$ cat src/rtl/core/bcfr_pkg.sv
package bcfr_pkg;

  // Configuration register indexes.
  localparam logic [1:0] CFG_IDLE_STEPS = 2'd0;
  localparam logic [1:0] CFG_MAX_STEPS  = 2'd1;
  localparam logic [1:0] CFG_LOSS_THR   = 2'd2;

  localparam logic signed [15:0] IDLE_STEPS_RST = 16'sd0;
  localparam logic signed [15:0] MAX_STEPS_RST  = 16'sd1000;
  localparam logic [15:0]        LOSS_THR_RST   = 16'd500;

  // Result action codes.
  localparam logic [1:0] ACT_NONE   = 2'd0;
  localparam logic [1:0] ACT_TARGET = 2'd1;
  localparam logic [1:0] ACT_CALIB  = 2'd2;

  // Frame characters and value limits.
  localparam logic [7:0] CH_T    = 8'h54;
  localparam logic [7:0] CH_C    = 8'h43;
  localparam logic [7:0] CH_E    = 8'h45;
  localparam logic [7:0] CH_ZERO = 8'h30;
  localparam logic [7:0] CH_NINE = 8'h39;
  localparam logic [6:0] VAL_LIN_LO = 7'd32;
  localparam logic [6:0] VAL_MAX    = 7'd63;
  localparam logic [6:0] VAL_CAP    = 7'd64;

  localparam logic [15:0] MS_PER_TICK = 16'd2;
  localparam logic [15:0] MS_SAT      = 16'hFFFF;

  localparam int QDEPTH = 2;

  typedef enum logic [2:0] {
    PH_SEARCH,
    PH_LETTER,
    PH_DIGITS,
    PH_OK,
    PH_FAIL
  } phase_t;

  typedef enum logic [1:0] {
    MAP_IDLE,
    MAP_LINEAR,
    MAP_MAX
  } map_sel_t;

  typedef struct packed {
    logic       req_type;
    logic [7:0] rx_byte;
    logic       buffer_end;
    logic       skater_present;
  } in_t;

  typedef struct packed {
    logic [1:0]        action;
    logic signed [15:0] target_steps;
    logic              comms_lost;
  } out_t;

  // Classified command handed from the parser side to the output side.
  typedef struct packed {
    logic [1:0] action;
    map_sel_t   map_sel;
    logic [4:0] offset;
    logic       comms_lost;
  } cmd_t;

  function automatic logic is_digit(input logic [7:0] b);
    is_digit = (b >= CH_ZERO) && (b <= CH_NINE);
  endfunction

  function automatic phase_t next_phase(input phase_t ph, input logic [7:0] b,
                                        input logic [7:0] letter);
    phase_t n;
    n = ph;
    case (ph)
      PH_SEARCH: begin
        n = (b == letter) ? PH_LETTER : PH_SEARCH;
      end
      PH_LETTER: begin
        if (is_digit(b)) n = PH_DIGITS;
        else n = (b == letter) ? PH_LETTER : PH_SEARCH;
      end
      PH_DIGITS: begin
        if (is_digit(b)) n = PH_DIGITS;
        else n = (b == CH_E) ? PH_OK : PH_FAIL;
      end
      PH_OK: begin
        n = PH_OK;
      end
      default: begin
        n = PH_FAIL;
      end
    endcase
    next_phase = n;
  endfunction

endpackage

$ cat src/rtl/core/brake_command_frame_receiver.sv
// Channel   Direction  Handshake              Payload
// in_       input      in_valid / in_ready    bcfr_pkg::in_t (byte or tick)
// out_      output     out_valid / out_ready  bcfr_pkg::out_t (one per tick or last byte)
// cfg_      input      cfg_we                 cfg_idx selects, cfg_wdata 16 bits
//
// One item is accepted every cycle while the command queue has room; the parsers and
// the timer update on each accepted item. A result passes the command queue, the
// multiply stage and the output register, in that order.
// The two-entry command queue decouples the parsers from the output side, so in_ready
// drops only while the queue is full under output stall.
// Reset is synchronous and active low; no clearing pass is needed.
module brake_command_frame_receiver (
  input  logic            clk,
  input  logic            rst_n,
  input  logic            in_valid,
  output logic            in_ready,
  input  bcfr_pkg::in_t   in_data,
  output logic            out_valid,
  input  logic            out_ready,
  output bcfr_pkg::out_t  out_data,
  input  logic            cfg_we,
  input  logic [1:0]      cfg_idx,
  input  logic [15:0]     cfg_wdata
);

  logic signed [15:0] idle_steps_r, idle_steps_nxt, max_steps_r, max_steps_nxt;
  logic [15:0]        loss_thr_r, loss_thr_nxt;
  logic               push_valid, push_ready, pop_valid, pop_ready;
  bcfr_pkg::cmd_t     push_data, pop_data;

  always_comb begin
    idle_steps_nxt = idle_steps_r;
    max_steps_nxt  = max_steps_r;
    loss_thr_nxt   = loss_thr_r;
    if (cfg_we) begin
      case (cfg_idx)
        bcfr_pkg::CFG_IDLE_STEPS: idle_steps_nxt = cfg_wdata;
        bcfr_pkg::CFG_MAX_STEPS:  max_steps_nxt  = cfg_wdata;
        bcfr_pkg::CFG_LOSS_THR:   loss_thr_nxt   = cfg_wdata;
        default: ;
      endcase
    end
  end

  always_ff @(posedge clk) begin
    if (!rst_n) begin
      idle_steps_r <= bcfr_pkg::IDLE_STEPS_RST;
      max_steps_r  <= bcfr_pkg::MAX_STEPS_RST;
      loss_thr_r   <= bcfr_pkg::LOSS_THR_RST;
    end else begin
      idle_steps_r <= idle_steps_nxt;
      max_steps_r  <= max_steps_nxt;
      loss_thr_r   <= loss_thr_nxt;
    end
  end

  bcfr_front u_front (
    .clk        (clk),
    .rst_n      (rst_n),
    .in_valid   (in_valid),
    .in_ready   (in_ready),
    .in_data    (in_data),
    .loss_thr   (loss_thr_r),
    .push_valid (push_valid),
    .push_ready (push_ready),
    .push_data  (push_data)
  );

  bcfr_queue u_queue (
    .clk        (clk),
    .rst_n      (rst_n),
    .push_valid (push_valid),
    .push_ready (push_ready),
    .push_data  (push_data),
    .pop_valid  (pop_valid),
    .pop_ready  (pop_ready),
    .pop_data   (pop_data)
  );

  bcfr_back u_back (
    .clk        (clk),
    .rst_n      (rst_n),
    .cmd_valid  (pop_valid),
    .cmd_ready  (pop_ready),
    .cmd_data   (pop_data),
    .idle_steps (idle_steps_r),
    .max_steps  (max_steps_r),
    .out_valid  (out_valid),
    .out_ready  (out_ready),
    .out_data   (out_data)
  );

  // Only a joint target transaction carries a nonzero step count.
  a_target_only_on_set: assert property (@(posedge clk) disable iff (!rst_n)
    (out_valid && out_data.action != bcfr_pkg::ACT_TARGET) |-> (out_data.target_steps == '0))
    else $error("target_steps nonzero without a joint target action");

  // With an empty linear span every mapped target collapses to the idle target.
  a_flat_span: assert property (@(posedge clk) disable iff (!rst_n)
    (out_valid && out_data.action == bcfr_pkg::ACT_TARGET && idle_steps_r == max_steps_r)
    |-> (out_data.target_steps == idle_steps_r))
    else $error("mapped target differs from idle target with a flat span");

  // A zero loss threshold reports lost comms on every result.
  a_zero_threshold: assert property (@(posedge clk) disable iff (!rst_n)
    (out_valid && loss_thr_r == '0) |-> out_data.comms_lost)
    else $error("comms_lost clear with a zero threshold");

endmodule

$ cat src/rtl/core/bcfr_front.sv
module bcfr_front (
  input  logic             clk,
  input  logic             rst_n,
  input  logic             in_valid,
  output logic             in_ready,
  input  bcfr_pkg::in_t    in_data,
  input  logic [15:0]      loss_thr,
  output logic             push_valid,
  input  logic             push_ready,
  output bcfr_pkg::cmd_t   push_data
);

  bcfr_pkg::phase_t t_ph_r, t_ph_nxt, c_ph_r, c_ph_nxt;
  bcfr_pkg::phase_t t_step, c_step;
  logic [6:0]  val_r, val_nxt;
  logic [15:0] el_r, el_nxt;
  logic        accept;
  logic        dig;
  logic [3:0]  digit;
  logic [9:0]  val_x10;

  assign in_ready = push_ready;
  assign accept   = in_valid && push_ready;
  assign dig      = bcfr_pkg::is_digit(in_data.rx_byte);
  assign digit    = 4'(in_data.rx_byte - bcfr_pkg::CH_ZERO);
  assign t_step   = bcfr_pkg::next_phase(t_ph_r, in_data.rx_byte, bcfr_pkg::CH_T);
  assign c_step   = bcfr_pkg::next_phase(c_ph_r, in_data.rx_byte, bcfr_pkg::CH_C);
  assign val_x10  = ({3'b000, val_r} << 3) + ({3'b000, val_r} << 1) + {6'd0, digit};

  // Next state of both parsers, the digit value and the millisecond timer.
  always_comb begin
    t_ph_nxt = t_ph_r;
    c_ph_nxt = c_ph_r;
    val_nxt  = val_r;
    el_nxt   = el_r;
    if (accept) begin
      if (in_data.req_type) begin
        el_nxt = (el_r >= (bcfr_pkg::MS_SAT - bcfr_pkg::MS_PER_TICK)) ?
                 bcfr_pkg::MS_SAT : el_r + bcfr_pkg::MS_PER_TICK;
      end else if (in_data.buffer_end) begin
        t_ph_nxt = bcfr_pkg::PH_SEARCH;
        c_ph_nxt = bcfr_pkg::PH_SEARCH;
        val_nxt  = '0;
        if (t_step == bcfr_pkg::PH_OK) el_nxt = '0;
      end else begin
        t_ph_nxt = t_step;
        c_ph_nxt = c_step;
        if (dig) begin
          if (t_ph_r == bcfr_pkg::PH_LETTER) begin
            val_nxt = {3'b000, digit};
          end else if (t_ph_r == bcfr_pkg::PH_DIGITS) begin
            val_nxt = (val_x10 > {3'b000, bcfr_pkg::VAL_CAP}) ?
                      bcfr_pkg::VAL_CAP : val_x10[6:0];
          end
        end
      end
    end
  end

  // Classification of ticks and buffer ends into commands.
  always_comb begin
    push_valid           = in_valid && (in_data.req_type || in_data.buffer_end);
    push_data.action     = bcfr_pkg::ACT_NONE;
    push_data.offset     = val_r[4:0];
    push_data.comms_lost = (el_nxt >= loss_thr);
    if (val_r < bcfr_pkg::VAL_LIN_LO) push_data.map_sel = bcfr_pkg::MAP_IDLE;
    else if (val_r < bcfr_pkg::VAL_MAX) push_data.map_sel = bcfr_pkg::MAP_LINEAR;
    else if (val_r == bcfr_pkg::VAL_MAX) push_data.map_sel = bcfr_pkg::MAP_MAX;
    else push_data.map_sel = bcfr_pkg::MAP_IDLE;
    if (!in_data.req_type) begin
      if (t_step == bcfr_pkg::PH_OK) begin
        if (in_data.skater_present) push_data.action = bcfr_pkg::ACT_TARGET;
      end else if (c_step == bcfr_pkg::PH_OK) begin
        push_data.action = bcfr_pkg::ACT_CALIB;
      end
    end
  end

  always_ff @(posedge clk) begin
    if (!rst_n) begin
      t_ph_r <= bcfr_pkg::PH_SEARCH;
      c_ph_r <= bcfr_pkg::PH_SEARCH;
      val_r  <= '0;
      el_r   <= '0;
    end else begin
      t_ph_r <= t_ph_nxt;
      c_ph_r <= c_ph_nxt;
      val_r  <= val_nxt;
      el_r   <= el_nxt;
    end
  end

endmodule

$ cat src/rtl/core/bcfr_queue.sv
module bcfr_queue (
  input  logic            clk,
  input  logic            rst_n,
  input  logic            push_valid,
  output logic            push_ready,
  input  bcfr_pkg::cmd_t  push_data,
  output logic            pop_valid,
  input  logic            pop_ready,
  output bcfr_pkg::cmd_t  pop_data
);

  localparam int PW = $clog2(bcfr_pkg::QDEPTH);
  localparam int CW = $clog2(bcfr_pkg::QDEPTH + 1);

  bcfr_pkg::cmd_t mem_r [bcfr_pkg::QDEPTH];
  logic [PW-1:0]  wr_ptr_r, wr_ptr_nxt, rd_ptr_r, rd_ptr_nxt;
  logic [CW-1:0]  cnt_r, cnt_nxt;
  logic           do_push, do_pop;

  assign push_ready = (cnt_r != CW'(bcfr_pkg::QDEPTH));
  assign pop_valid  = (cnt_r != '0);
  assign pop_data   = mem_r[rd_ptr_r];
  assign do_push    = push_valid && push_ready;
  assign do_pop     = pop_valid && pop_ready;

  always_comb begin
    wr_ptr_nxt = wr_ptr_r;
    rd_ptr_nxt = rd_ptr_r;
    cnt_nxt    = cnt_r;
    if (do_push) wr_ptr_nxt = (wr_ptr_r == PW'(bcfr_pkg::QDEPTH - 1)) ? '0 : wr_ptr_r + 1'b1;
    if (do_pop)  rd_ptr_nxt = (rd_ptr_r == PW'(bcfr_pkg::QDEPTH - 1)) ? '0 : rd_ptr_r + 1'b1;
    if (do_push && !do_pop) cnt_nxt = cnt_r + 1'b1;
    else if (do_pop && !do_push) cnt_nxt = cnt_r - 1'b1;
  end

  always_ff @(posedge clk) begin
    if (!rst_n) begin
      wr_ptr_r <= '0;
      rd_ptr_r <= '0;
      cnt_r    <= '0;
    end else begin
      wr_ptr_r <= wr_ptr_nxt;
      rd_ptr_r <= rd_ptr_nxt;
      cnt_r    <= cnt_nxt;
    end
  end

  always_ff @(posedge clk) begin
    if (do_push) mem_r[wr_ptr_r] <= push_data;
  end

endmodule

$ cat src/rtl/core/bcfr_back.sv
module bcfr_back (
  input  logic                clk,
  input  logic                rst_n,
  input  logic                cmd_valid,
  output logic                cmd_ready,
  input  bcfr_pkg::cmd_t      cmd_data,
  input  logic signed [15:0]  idle_steps,
  input  logic signed [15:0]  max_steps,
  output logic                out_valid,
  input  logic                out_ready,
  output bcfr_pkg::out_t      out_data
);

  logic               s1_valid_r, s1_valid_nxt, out_valid_r, out_valid_nxt;
  bcfr_pkg::cmd_t     s1_cmd_r;
  logic signed [22:0] s1_prod_r;
  bcfr_pkg::out_t     out_data_r;
  logic               s1_load, out_load;
  logic signed [16:0] diff;
  logic signed [22:0] prod;
  logic signed [22:0] adj, quo;
  logic signed [17:0] lin;
  logic signed [15:0] target;

  assign out_load  = s1_valid_r && (!out_valid_r || out_ready);
  assign s1_load   = cmd_valid && (!s1_valid_r || out_load);
  assign cmd_ready = !s1_valid_r || out_load;

  always_comb begin
    s1_valid_nxt  = s1_valid_r;
    out_valid_nxt = out_valid_r;
    if (out_load) out_valid_nxt = 1'b1;
    else if (out_ready) out_valid_nxt = 1'b0;
    if (s1_load) s1_valid_nxt = 1'b1;
    else if (out_load) s1_valid_nxt = 1'b0;
  end

  // Stage 1: offset times span of the linear range.
  assign diff = {max_steps[15], max_steps} - {idle_steps[15], idle_steps};
  assign prod = $signed({18'd0, cmd_data.offset}) * $signed({{6{diff[16]}}, diff});

  // Stage 2: divide by 32 rounding toward zero, then add the idle target.
  assign adj = s1_prod_r + (s1_prod_r[22] ? 23'sd31 : 23'sd0);
  assign quo = adj >>> 5;
  assign lin = $signed({{2{idle_steps[15]}}, idle_steps}) + $signed(quo[17:0]);

  always_comb begin
    case (s1_cmd_r.map_sel)
      bcfr_pkg::MAP_LINEAR: target = lin[15:0];
      bcfr_pkg::MAP_MAX:    target = max_steps;
      default:              target = idle_steps;
    endcase
    if (s1_cmd_r.action != bcfr_pkg::ACT_TARGET) target = '0;
  end

  always_ff @(posedge clk) begin
    if (!rst_n) begin
      s1_valid_r  <= 1'b0;
      out_valid_r <= 1'b0;
    end else begin
      s1_valid_r  <= s1_valid_nxt;
      out_valid_r <= out_valid_nxt;
    end
  end

  always_ff @(posedge clk) begin
    if (s1_load) begin
      s1_cmd_r  <= cmd_data;
      s1_prod_r <= prod;
    end
    if (out_load) begin
      out_data_r.action       <= s1_cmd_r.action;
      out_data_r.target_steps <= target;
      out_data_r.comms_lost   <= s1_cmd_r.comms_lost;
    end
  end

  assign out_valid = out_valid_r;
  assign out_data  = out_data_r;

endmodule
$ cat config.mk
export PLATFORM = sky130hd
export DESIGN_NAME = brake_command_frame_receiver
export DESIGN_NICKNAME = d
export VERILOG_FILES = /design/src/rtl/core/bcfr_pkg.sv /design/src/rtl/core/brake_command_frame_receiver.sv /design/src/rtl/core/bcfr_front.sv /design/src/rtl/core/bcfr_queue.sv /design/src/rtl/core/bcfr_back.sv
export SDC_FILE = /design/constraint.sdc
export NUM_CORES = 1
export LEC_CHECK = 0
export ABC_AREA = 1
export ABC_CLOCK_PERIOD_IN_PS = 4640
export BUFFER_PORTS_ARGS = -buffer_cell sky130_fd_sc_hd__buf_2
export CORE_UTILIZATION = 43
export DETAILED_ROUTE_END_ITERATION = 10
export GPL_ROUTABILITY_DRIVEN = 1
export HOLD_SLACK_MARGIN = 0.02
export PLACE_DENSITY = 0.71
export SLEW_MARGIN = 20
export SYNTH_ARGS = -nofsm -noshare
export SYNTH_HDL_FRONTEND = slang
export SYNTH_SLANG_ARGS = --single-unit
$ cat constraint.sdc
create_clock -name clk -period 4.64 [get_ports clk]
set_input_delay 0.464 -clock clk [delete_from_list [all_inputs] [get_ports clk]]
set_output_delay 0.464 -clock clk [all_outputs]
set_load 0.05 [all_outputs]
======== Word-level counts from Yosys, hierarchy flattened ========
Memories as Yosys holds them, arrays and structs flattened. A register that Yosys moved wholly into a read port is not among the register bits.
Index checks and enable logic that the tools add are counted.
W data, S select, Z words.
storage, ports and cells
  register bits after elaboration ......... 130
  bits in latches ......................... 0
  bits in writable memories ............... 20
  ROM bits ................................ 0
  word-level logic and storage cells ...... 128
  memories ................................ 1
operators by class
  add/subtract/negate cells ............... 11
  multipliers ............................. 1
  div/mod/pow operators ................... 0
  order comparisons ....................... 7
  equal/unequal tests ..................... 18
  shifts and indexed selects .............. 0
  multiplexer cells ....................... 41
  bitwise gates (word level) .............. 1
  reduce and logical (&&, ||, !) cells .... 29
memory list
  name           words  bits a word  rd ports  clocked after memory_dff  wr ports  RTL line          text
  u_queue.mem_r  2      10           1         1                         1         bcfr_queue.sv:15  bcfr_pkg::cmd_t mem_r [bcfr_pkg::QDEPTH];
operator list
  cell                     number
  $mux W16                 5
  $mux W7                  5
  $pmux W16 S2             1
  $eq A8 B7 Y1 const B     3
  $pmux W3 S4              2
  $mul A6 B17 Y23          1
  $add A21 B21 Y21         1
  $eq A3 B2 Y1 const B     6
  $mux W3                  6
  $sub A16 B16 Y17         1
  $add A16 B16 Y16         1
  $add A16 B2 Y16 const B  1
  $ge A16 B16 Y1           1
  $ge A16 B16 Y1 const B   1
  $mux W2                  8
  $lt A7 B6 Y1 const B     2
  $mux W1                  13
  $add A10 B4 Y10          1
  $add A10 B8 Y10          1
  $gt A10 B7 Y1 const B    1
  $reduce_bool A2 Y1       5
  $ge A8 B6 Y1 const B     1
  $le A8 B6 Y1 const B     1
  $logic_and A1 B1 Y1      8
  other kinds (19)         32

======== Longest topological paths before layout ========
Gate-level depths: netlist of run 1.
  depth in word-level cells ............... 10
  mapped depth ............................ 26

======== By module ========
Synthesis of run 1 repeated with hierarchy kept, for this count alone.
unflattened totals
  cells, all modules ...................... 1750
  area total of the unflattened synthesis .. 12851.1 sq um
by module, submodules not included
  module                        instances  cells an instance  area each (sq um)  seq. area each (sq um)
  bcfr_back                     1          929                6949.2             1421.4
  bcfr_front                    1          464                2954.1             580.6
  brake_command_frame_receiver  1          289                1966.9             960.9
  bcfr_queue                    1          68                 980.9              700.7

======== Worst setup path before layout of run 1 ========
Ideal clock, no wire load.
  path kind ............................... reg-to-reg
  start point ............................. reg idle_steps_r[0]
  end point ............................... reg u_back.s1_prod_r[22] (data pin)
  arrival ................................. 4.547 ns
  data required time ...................... 4.380 ns
  path slack .............................. -0.167 ns
  cell stages (with the launch flop) ...... 24
  path buffers ............................ 0
  period minus slack after synthesis ...... 4.807 ns
  cell sequence ........................... dfxtp_1 ha_1 inv_1 fa_1 nand3_1 nand2_1 nand2_1 nand3_1 nand3_1 nand2_1 nand2_1 nand2_1 nor2_1 fa_1 inv_1 fa_1 fa_1 inv_1 ha_1 nand2_1 nor4_1 o21ai_0 nand3_1 xor2_1
on the way
  word-level cells in the longest chain between the ends .. 2
ends and longest elaborated chain
  item                      RTL line                            text
  start: declaration        brake_command_frame_receiver.sv:26  logic signed [15:0] idle_steps_r, idle_steps_nxt, max_steps_r, max_steps_nxt;
  start signal: assignment  brake_command_frame_receiver.sv:47  idle_steps_r <= bcfr_pkg::IDLE_STEPS_RST;
  start signal: assignment  brake_command_frame_receiver.sv:51  idle_steps_r <= idle_steps_nxt;
  $sub A16 B16 Y17          bcfr_back.sv:39                     assign diff = {max_steps[15], max_steps} - {idle_steps[15], idle_steps};
  $mul A6 B17 Y23           bcfr_back.sv:40                     assign prod = $signed({18'd0, cmd_data.offset}) * $signed({{6{diff[16]}}, diff});
  net u_back.prod[22]       bcfr_back.sv:20                     logic signed [22:0] prod;
  end signal: assignment    bcfr_back.sv:69                     s1_prod_r <= prod;
  end: declaration          bcfr_back.sv:16                     logic signed [22:0] s1_prod_r;
The timed path passes the listed nets, and every way through them passes these cells.
A chain may end at the register's enable or synchronous reset.

======== Final worst setup path of run 1 ========
  start point ............................. reg max_steps_r[0]
  end point ............................... reg u_back.s1_prod_r[20] (data pin)
on the way
  word-level cells in the longest chain between the ends .. 2
ends and longest elaborated chain
  item                      RTL line                            text
  start: declaration        brake_command_frame_receiver.sv:26
  start signal: assignment  brake_command_frame_receiver.sv:48  max_steps_r <= bcfr_pkg::MAX_STEPS_RST;
  start signal: assignment  brake_command_frame_receiver.sv:52  max_steps_r <= max_steps_nxt;
  $sub A16 B16 Y17          bcfr_back.sv:39
  $mul A6 B17 Y23           bcfr_back.sv:40
  net u_back.prod[20]       bcfr_back.sv:20
The timed path passes the listed nets, and every way through them passes these cells.

==> results.json, run 1 <==
{
  "effective_utilization_at_floorplan_pct": 43.9,
  "first_iter_violations": 857,
  "synth_fp_nets": 1819,
  "die_y_um": 171,
  "yosys.cell_types.count": 52,
  "ys_seq_elements": 150,
  "layout.cells.most_common": "sky130_fd_sc_hd__inv_1",
  "rsz0062_at_grt": "true",
  "areaGrowthSynthToFinish_pct": 27.9,
  "fmax_ghz": 0.205,
  "reg2regPathDepth": 25,
  "design.die.area_um2": 29200,
  "final_cell_area_um2": 15700,
  "finClkSkew_ns": 0.0149,
  "violations_in_the_final_reports": "negative setup slack",
  "timing.critical_path.depth": 25,
  "placedInstanceArea_um2": 14100,
  "via_count_of_the_first_global_routing_pass": 11100,
  "worstPathMaxFanout": 4,
  "cts.sinks": 150,
  "clkTransAtPathRegs_ns": 0.08,
  "floorplan.core_area_um2": 27900,
  "num_io_pins": 55,
  "leading_cell_types_in_the_layout_fill_and_taps_excluded": "sky130_fd_sc_hd__inv_1, sky130_fd_sc_hd__nand2_1, sky130_fd_sc_hd__nor2_1, sky130_fd_sc_hd__buf_4, sky130_fd_sc_hd__a21oi_1",
  "routed_via_density": 5.17,
  "layout_worst_path_cycle_share_pct": 105,
  "startpoint_type": "flop",
  "layout_min_cycle_time_ns": 4.89,
  "crit_path_max_incr_delay_ns": 0.55,
  "setup-violations-final": 10,
  "synth_area_leaders": "sky130_fd_sc_hd__edfxtp_1, sky130_fd_sc_hd__dfxtp_1, sky130_fd_sc_hd__ha_1",
  "timing_hold_violations_final": 0,
  "final_layout_size_suffix_gt1_share_pct": 24.7,
  "sum_of_net_half_perimeters_after_detailed_placement_um": 25600,
  "synth_largest_type_area_fraction_pct": 16.2,
  "syn-cell-area_um2": 12300,
  "routed_wl_um": 33800,
  "drtAntennaViolNets": 0,
  "timing_worst_slew_pin_value_ns": 1.02,
  "crit_buf_inv": 6,
  "holdPathStages": 3,
  "drc_violation_count_after_routing": 0,
  "cts_buffers": 17,
  "synth_flop_cell": "sky130_fd_sc_hd__dfxtp_1",
  "cells_after_synthesis": 1618,
  "first_pass_iters": 5,
  "grtUsageTotal_pct": 23.5,
  "antenna_cells": 0,
  "max_cap_violations": 0,
  "final_core_util_pct": 56.1,
  "gp_routability_congestion": 0.915,
  "placement_rows": 61,
  "synthArstFlopShare_pct": 0,
  "dr_total_vias": 11400,
  "status": "finished, violations left",
  "antenna_violations_before_repair": 0,
  "insertion_delay_ns": 0.44,
  "worst_ep_required_ns": 4.83,
  "crit_path_top_delay_cell": "sky130_fd_sc_hd__fa_1",
  "synth.yosys.warnings": 0,
  "avgSynthCellArea_um2": 7.58,
  "clk_root_buf": "sky130_fd_sc_hd__clkbuf_16",
  "synth_edf_count": 66,
  "fillers": 2491,
  "timing.critical_path.to_type": "flop",
  "yosysSeqAreaShare_pct": 29.9,
  "grt_start_max_net_pins": 54,
  "path_class": "reg2reg",
  "h-tree-depth": 4,
  "cts_tree": "yes",
  "port_buffers": 54,
  "critPathArrivalTime_ns": 5.08,
  "global_route.overflow_total": 0,
  "ctsLongestPathBuffers": 2,
  "wl_per_cell_um": 15.3,
  "num-nets-final": 2021,
  "report.final.slew_viol_count": 0,
  "slew_headroom_pct": 31.7,
  "grt_first_pass_wirelength_um": 53800,
  "final.setup.worst_slack_ns": -0.246,
  "cpLargestDelayFamily": "adder cells",
  "timing.hold.worst.class": "in2reg",
  "floorplan.die.width_um": 171,
  "critical-path-top-cell-by-count": "sky130_fd_sc_hd__fa_1",
  "synthDominantAreaCellType": "sky130_fd_sc_hd__edfxtp_1"
}
==> cell families after synthesis <==
| family | share of synthesized area [%] |
|---|---|
| simple gates | 21.9 |
| compound gates | 14.6 |
| buf+inv | 9.57 |
| fa+ha+maj | 20.5 |
| flops | 29.9 |
| xor+xnor | 2.93 |
| mux | 0.623 |
==> synthesized netlist by cell type, drive strengths merged (2+ instances only) <==
cell type	instances
a31oi	6
o211ai	8
o31ai	2
a211oi	5
xnor2	8
dfxtp	84
a21boi	3
nor2	195
mux2i	2
o21bai	9
o21a	2
nand4	26
nand3	71
mux2	5
o21ai	123
nor4	6
a21o	4
xor2	33
buf	7
nand3b	3
a21oi	162
fa	56
clkbuf	28
inv	273
nor3	25
or2	7
ha	111
and2	3
nand2	280
edfxtp	66
==> worst reg2reg max path, cell delays in order (launching register included) <==
cell,delay (ns)
sky130_fd_sc_hd__dfxtp_2,0.33
sky130_fd_sc_hd__inv_2,0.07
sky130_fd_sc_hd__ha_4,0.12
sky130_fd_sc_hd__inv_2,0.04
sky130_fd_sc_hd__fa_2,0.34
sky130_fd_sc_hd__nand3_2,0.10
sky130_fd_sc_hd__nand2_4,0.08
sky130_fd_sc_hd__a21oi_4,0.16
sky130_fd_sc_hd__o21ai_2,0.09
sky130_fd_sc_hd__buf_4,0.14
sky130_fd_sc_hd__nand4_1,0.12
sky130_fd_sc_hd__nand2_1,0.08
sky130_fd_sc_hd__nand2_2,0.12
sky130_fd_sc_hd__buf_4,0.12
sky130_fd_sc_hd__nand3_2,0.06
sky130_fd_sc_hd__fa_1,0.48
sky130_fd_sc_hd__fa_1,0.50
sky130_fd_sc_hd__fa_1,0.55
sky130_fd_sc_hd__inv_1,0.06
sky130_fd_sc_hd__ha_4,0.32
sky130_fd_sc_hd__nand2_4,0.09
sky130_fd_sc_hd__buf_6,0.13
sky130_fd_sc_hd__nor4_4,0.16
sky130_fd_sc_hd__nand4_1,0.15
sky130_fd_sc_hd__nand3_1,0.13
sky130_fd_sc_hd__xor2_1,0.08
==> layout make-up <==
class / count / area [um^2] / share of cell area (%)
Clock inverter: 11 / 126 / 0.806
Sequential cell: 150 / 3670 / 23.4
Clock buffer: 21 / 508 / 3.24
Timing Repair Buffer: 218 / 1520 / 9.70
Tap cell: 378 / 473 / 3.02
Multi-Input combinational cell: 1159 / 8350 / 53.2
Inverter: 274 / 1030 / 6.56
==> path summary, 6_finish.rpt <==
path | end | start | slack (ns)
setup / recovery | u_back.s1_prod_r[20] | max_steps_r[0] | -0.25
hold / removal | max_steps_r[8] | cfg_wdata[8] | 0.27
setup reg to reg | u_back.s1_prod_r[20] | max_steps_r[0] | -0.25
hold reg to reg | u_back.out_data[0] | u_back.s1_cmd_r[0] | 0.43
==> per-stage QoR <==
step,hold WS (ns),worst slack [ns],instances,TNS (ns)
after floorplan,0.400,0.0223,1618,0
after global routing,0.273,-0.413,2211,-3.67
after detailed placement,0.409,-0.377,2159,-3.13
final,0.265,-0.246,2211,-1.38
after CTS,0.251,-0.164,2202,-0.608
after global placement,0.414,-0.305,2159,-1.95
==> state kept, by name, indices dropped and copies added (netlist names), 5 cells and up, named ones only <==
| signal | count |
|---|---|
| loss_thr_r | 16 |
| u_back.s1_cmd_r | 5 |
| u_queue.mem_r | 20 |
| u_back.out_data | 19 |
| max_steps_r | 16 |
| u_front.val_r | 7 |
| u_back.s1_prod_r | 22 |
| idle_steps_r | 16 |
| u_front.el_r | 16 |
==> metal layers <==
layer	part of all wire [%]	global-route usage (%)
met5	0	0
met1	44	30.4
met4	2.3	6.25
met2	48	40.8
met3	5.0	3.47
==> what timing repair did <==
action	in CTS	in global routing
resized for setup	97	82
setup buffers	11	9
pin swaps	48	62
hold buffers	0	0
setup endpoints to repair	14	14
Power of run 1 is not shown: default switching activity piles up to over one toggle a cycle in this logic, so the estimate is an artifact.
==> run 2: changes to the inputs <==
- SYNTH_HIERARCHICAL: default -> 1
==> results.json, run 2 <==
{
  "status": "finished, violations left",
  "violations_in_the_final_reports": "negative setup slack",
  "grt_first_pass_wirelength_um": 55200,
  "critical-path-top-cell-by-count": "sky130_fd_sc_hd__inv_2",
  "drc_violation_count_after_routing": 0,
  "critPathArrivalTime_ns": 4.93,
  "drtAntennaViolNets": 0,
  "postCtsHoldBufs": 0,
  "final.setup.worst_slack_ns": -0.114,
  "synth.yosys.warnings": 6,
  "layout_min_cycle_time_ns": 4.75,
  "placement_rows": 62,
  "cts_buffers": 17,
  "sum_of_net_half_perimeters_after_detailed_placement_um": 26100,
  "synthDominantAreaCellType": "sky130_fd_sc_hd__edfxtp_1",
  "ctsLongestPathBuffers": 2,
  "synth_fp_nets": 1950,
  "effective_utilization_at_floorplan_pct": 44.3,
  "dr_total_vias": 12000,
  "startpoint_type": "flop",
  "cells_after_synthesis": 1750,
  "synth_edf_count": 66,
  "dominant_cell_by_count_in_the_synthesized_netlist": "sky130_fd_sc_hd__nand2_1",
  "leading_cell_types_in_the_layout_fill_and_taps_excluded": "sky130_fd_sc_hd__nand2_1, sky130_fd_sc_hd__inv_1, sky130_fd_sc_hd__nor2_1, sky130_fd_sc_hd__buf_4, sky130_fd_sc_hd__a21oi_1",
  "slew_headroom_pct": 41.9,
  "num-nets-final": 2132,
  "hold-worst-slack_ns": 0.274,
  "synth_flop_cell": "sky130_fd_sc_hd__dfxtp_1",
  "via_count_of_the_first_global_routing_pass": 11300,
  "layout.cells.most_common": "sky130_fd_sc_hd__nand2_1",
  "cts.sinks": 150,
  "yosysSeqAreaShare_pct": 28.5,
  "worst_ep_required_ns": 4.82,
  "timing_worst_slew_pin_value_ns": 0.868,
  "synth_largest_type_area_fraction_pct": 15.4,
  "die_y_um": 175,
  "rsz0062_at_grt": "true",
  "avgSynthCellArea_um2": 7.34,
  "largest_register": "u_back/s1_prod_r",
  "gp_routability_congestion": 0.930,
  "crit_buf_inv": 6,
  "areaGrowthSynthToFinish_pct": 25.6,
  "cts_tree": "yes",
  "routed_via_density": 5.17,
  "grt_start_max_net_pins": 56,
  "report.final.slew_viol_count": 0,
  "yosys.cell_types.count": 57,
  "post_synth_most_frequent_cells": "sky130_fd_sc_hd__nand2_1, sky130_fd_sc_hd__inv_1, sky130_fd_sc_hd__nor2_1",
  "ys_seq_elements": 150,
  "h-tree-depth": 4,
  "routed_wl_um": 34700,
  "syn-cell-area_um2": 12900,
  "floorplan.die.width_um": 175,
  "cpLargestDelayFamily": "adder cells",
  "synth_area_leaders": "sky130_fd_sc_hd__edfxtp_1, sky130_fd_sc_hd__dfxtp_1, sky130_fd_sc_hd__ha_1",
  "path_class": "reg2reg",
  "first_pass_iters": 5,
  "floorplan.core_area_um2": 29000,
  "synthArstFlopShare_pct": 0,
  "setup-violations-final": 6,
  "port_buffers": 54,
  "wl_per_cell_um": 14.9,
  "final_layout_size_suffix_gt1_share_pct": 25.3,
  "flip_flop_count_of_the_largest_register_all_copies_and_words_added": 22,
  "insertion_delay_ns": 0.44,
  "clk_root_buf": "sky130_fd_sc_hd__clkbuf_16",
  "max_cap_violations": 0,
  "worstPathMaxFanout": 4,
  "antenna_violations_before_repair": 0,
  "crit_path_max_incr_delay_ns": 0.56,
  "num_io_pins": 55,
  "antenna_cells": 0,
  "first_iter_violations": 852,
  "finClkSkew_ns": 0.0120,
  "fmax_ghz": 0.210,
  "design.die.area_um2": 30600,
  "timing.critical_path.to_type": "flop",
  "layout_worst_path_cycle_share_pct": 102,
  "crit_path_top_delay_cell": "sky130_fd_sc_hd__fa_1",
  "crit_path_cell_trace": "inv_2, ha_4, fa_2, inv_2, nand4_1, o211ai_2, buf_4, nand4_1, nand2_1, nand2_2, nand2_4, nor2_4, fa_1, fa_1, inv_2, fa_1, inv_2, ha_4, nand2_4, buf_6, nor3_4, nand4_1, nand3_2, xnor2_1",
  "global_route.overflow_total": 0,
  "grtUsageTotal_pct": 22.5,
  "clkTransAtPathRegs_ns": 0.07,
  "timing_hold_violations_final": 0,
  "timing.hold.worst.class": "in2reg"
}
-- run 2: final timing paths --
path	start	to	slack, ns	cells past startpoint
worst max register to register	max_steps_r[0]	u_back/s1_prod_r[22]	-0.11	24
worst min register to register	u_back/s1_cmd_r[0]	u_back/out_data[0]	0.43	0
worst min-delay path	cfg_wdata[9]	max_steps_r[9]	0.27	3
worst max-delay path	max_steps_r[0]	u_back/s1_prod_r[22]	-0.11	24
-- run 2: metrics by stage --
step | util (%) | cell area, um^2 | TNS, ns | setup slack [ns] | std cells
floorplan | - | 12900 | 0 | 0.0381 | 1750
global placement | 49.7 | 14400 | -0.995 | -0.176 | 2279
detailed placement | 49.8 | 14400 | -2.28 | -0.292 | 2279
CTS | 53.2 | 15400 | -0.0550 | -0.0298 | 2318
global route | 55.6 | 16100 | -1.94 | -0.262 | 2329
finish | 55.6 | 16100 | -0.315 | -0.114 | 2329
-- run 2: kinds of logic (layout without fill, tap and decap cells) --
kind of cell / count (synthesis) / in the layout / synth area share, %
compound gates: 241 / 241 / 10.3
xor+xnor: 40 / 40 / 2.73
fa+ha+maj: 166 / 166 / 19.4
buf+inv: 351 / 546 / 10.6
flops: 150 / 150 / 28.5
mux: 11 / 11 / 0.954
simple gates: 791 / 791 / 27.5
-- run 2: worst min-delay path: stages --
cell and delay, ns:
sky130_fd_sc_hd__buf_2 0.10, sky130_fd_sc_hd__nand2_1 0.05, sky130_fd_sc_hd__nand3_1 0.06
-- run 2: final cells by class --
type / count / area, um^2
repair buffers: 205 / 1430
fillers: 2580 / 12900
flip-flops and latches: 150 / 3670
well taps: 384 / 480
inverters: 309 / 1160
clock inverters: 14 / 151
multi-input cells: 1249 / 8790
clock buffers: 18 / 450
-- run 2: what timing repair did --
action,CTS,global route
setup buffers,7,11
endpoints found under the setup margin,13,14
pin swaps,21,73
gates resized for setup,67,152
-- run 2: metal layers --
layer | vias up | part of all wire [%] | global-route usage [%]
li1 | 5998 | - | -
met1 | 5647 | 44 | 29.2
met2 | 322 | 48 | 38.0
met3 | 65 | 5.0 | 3.55
met4 | 0 | 2.7 | 7.64
met5 | - | 0 | 0
Power of run 2 is left out for the same reason.
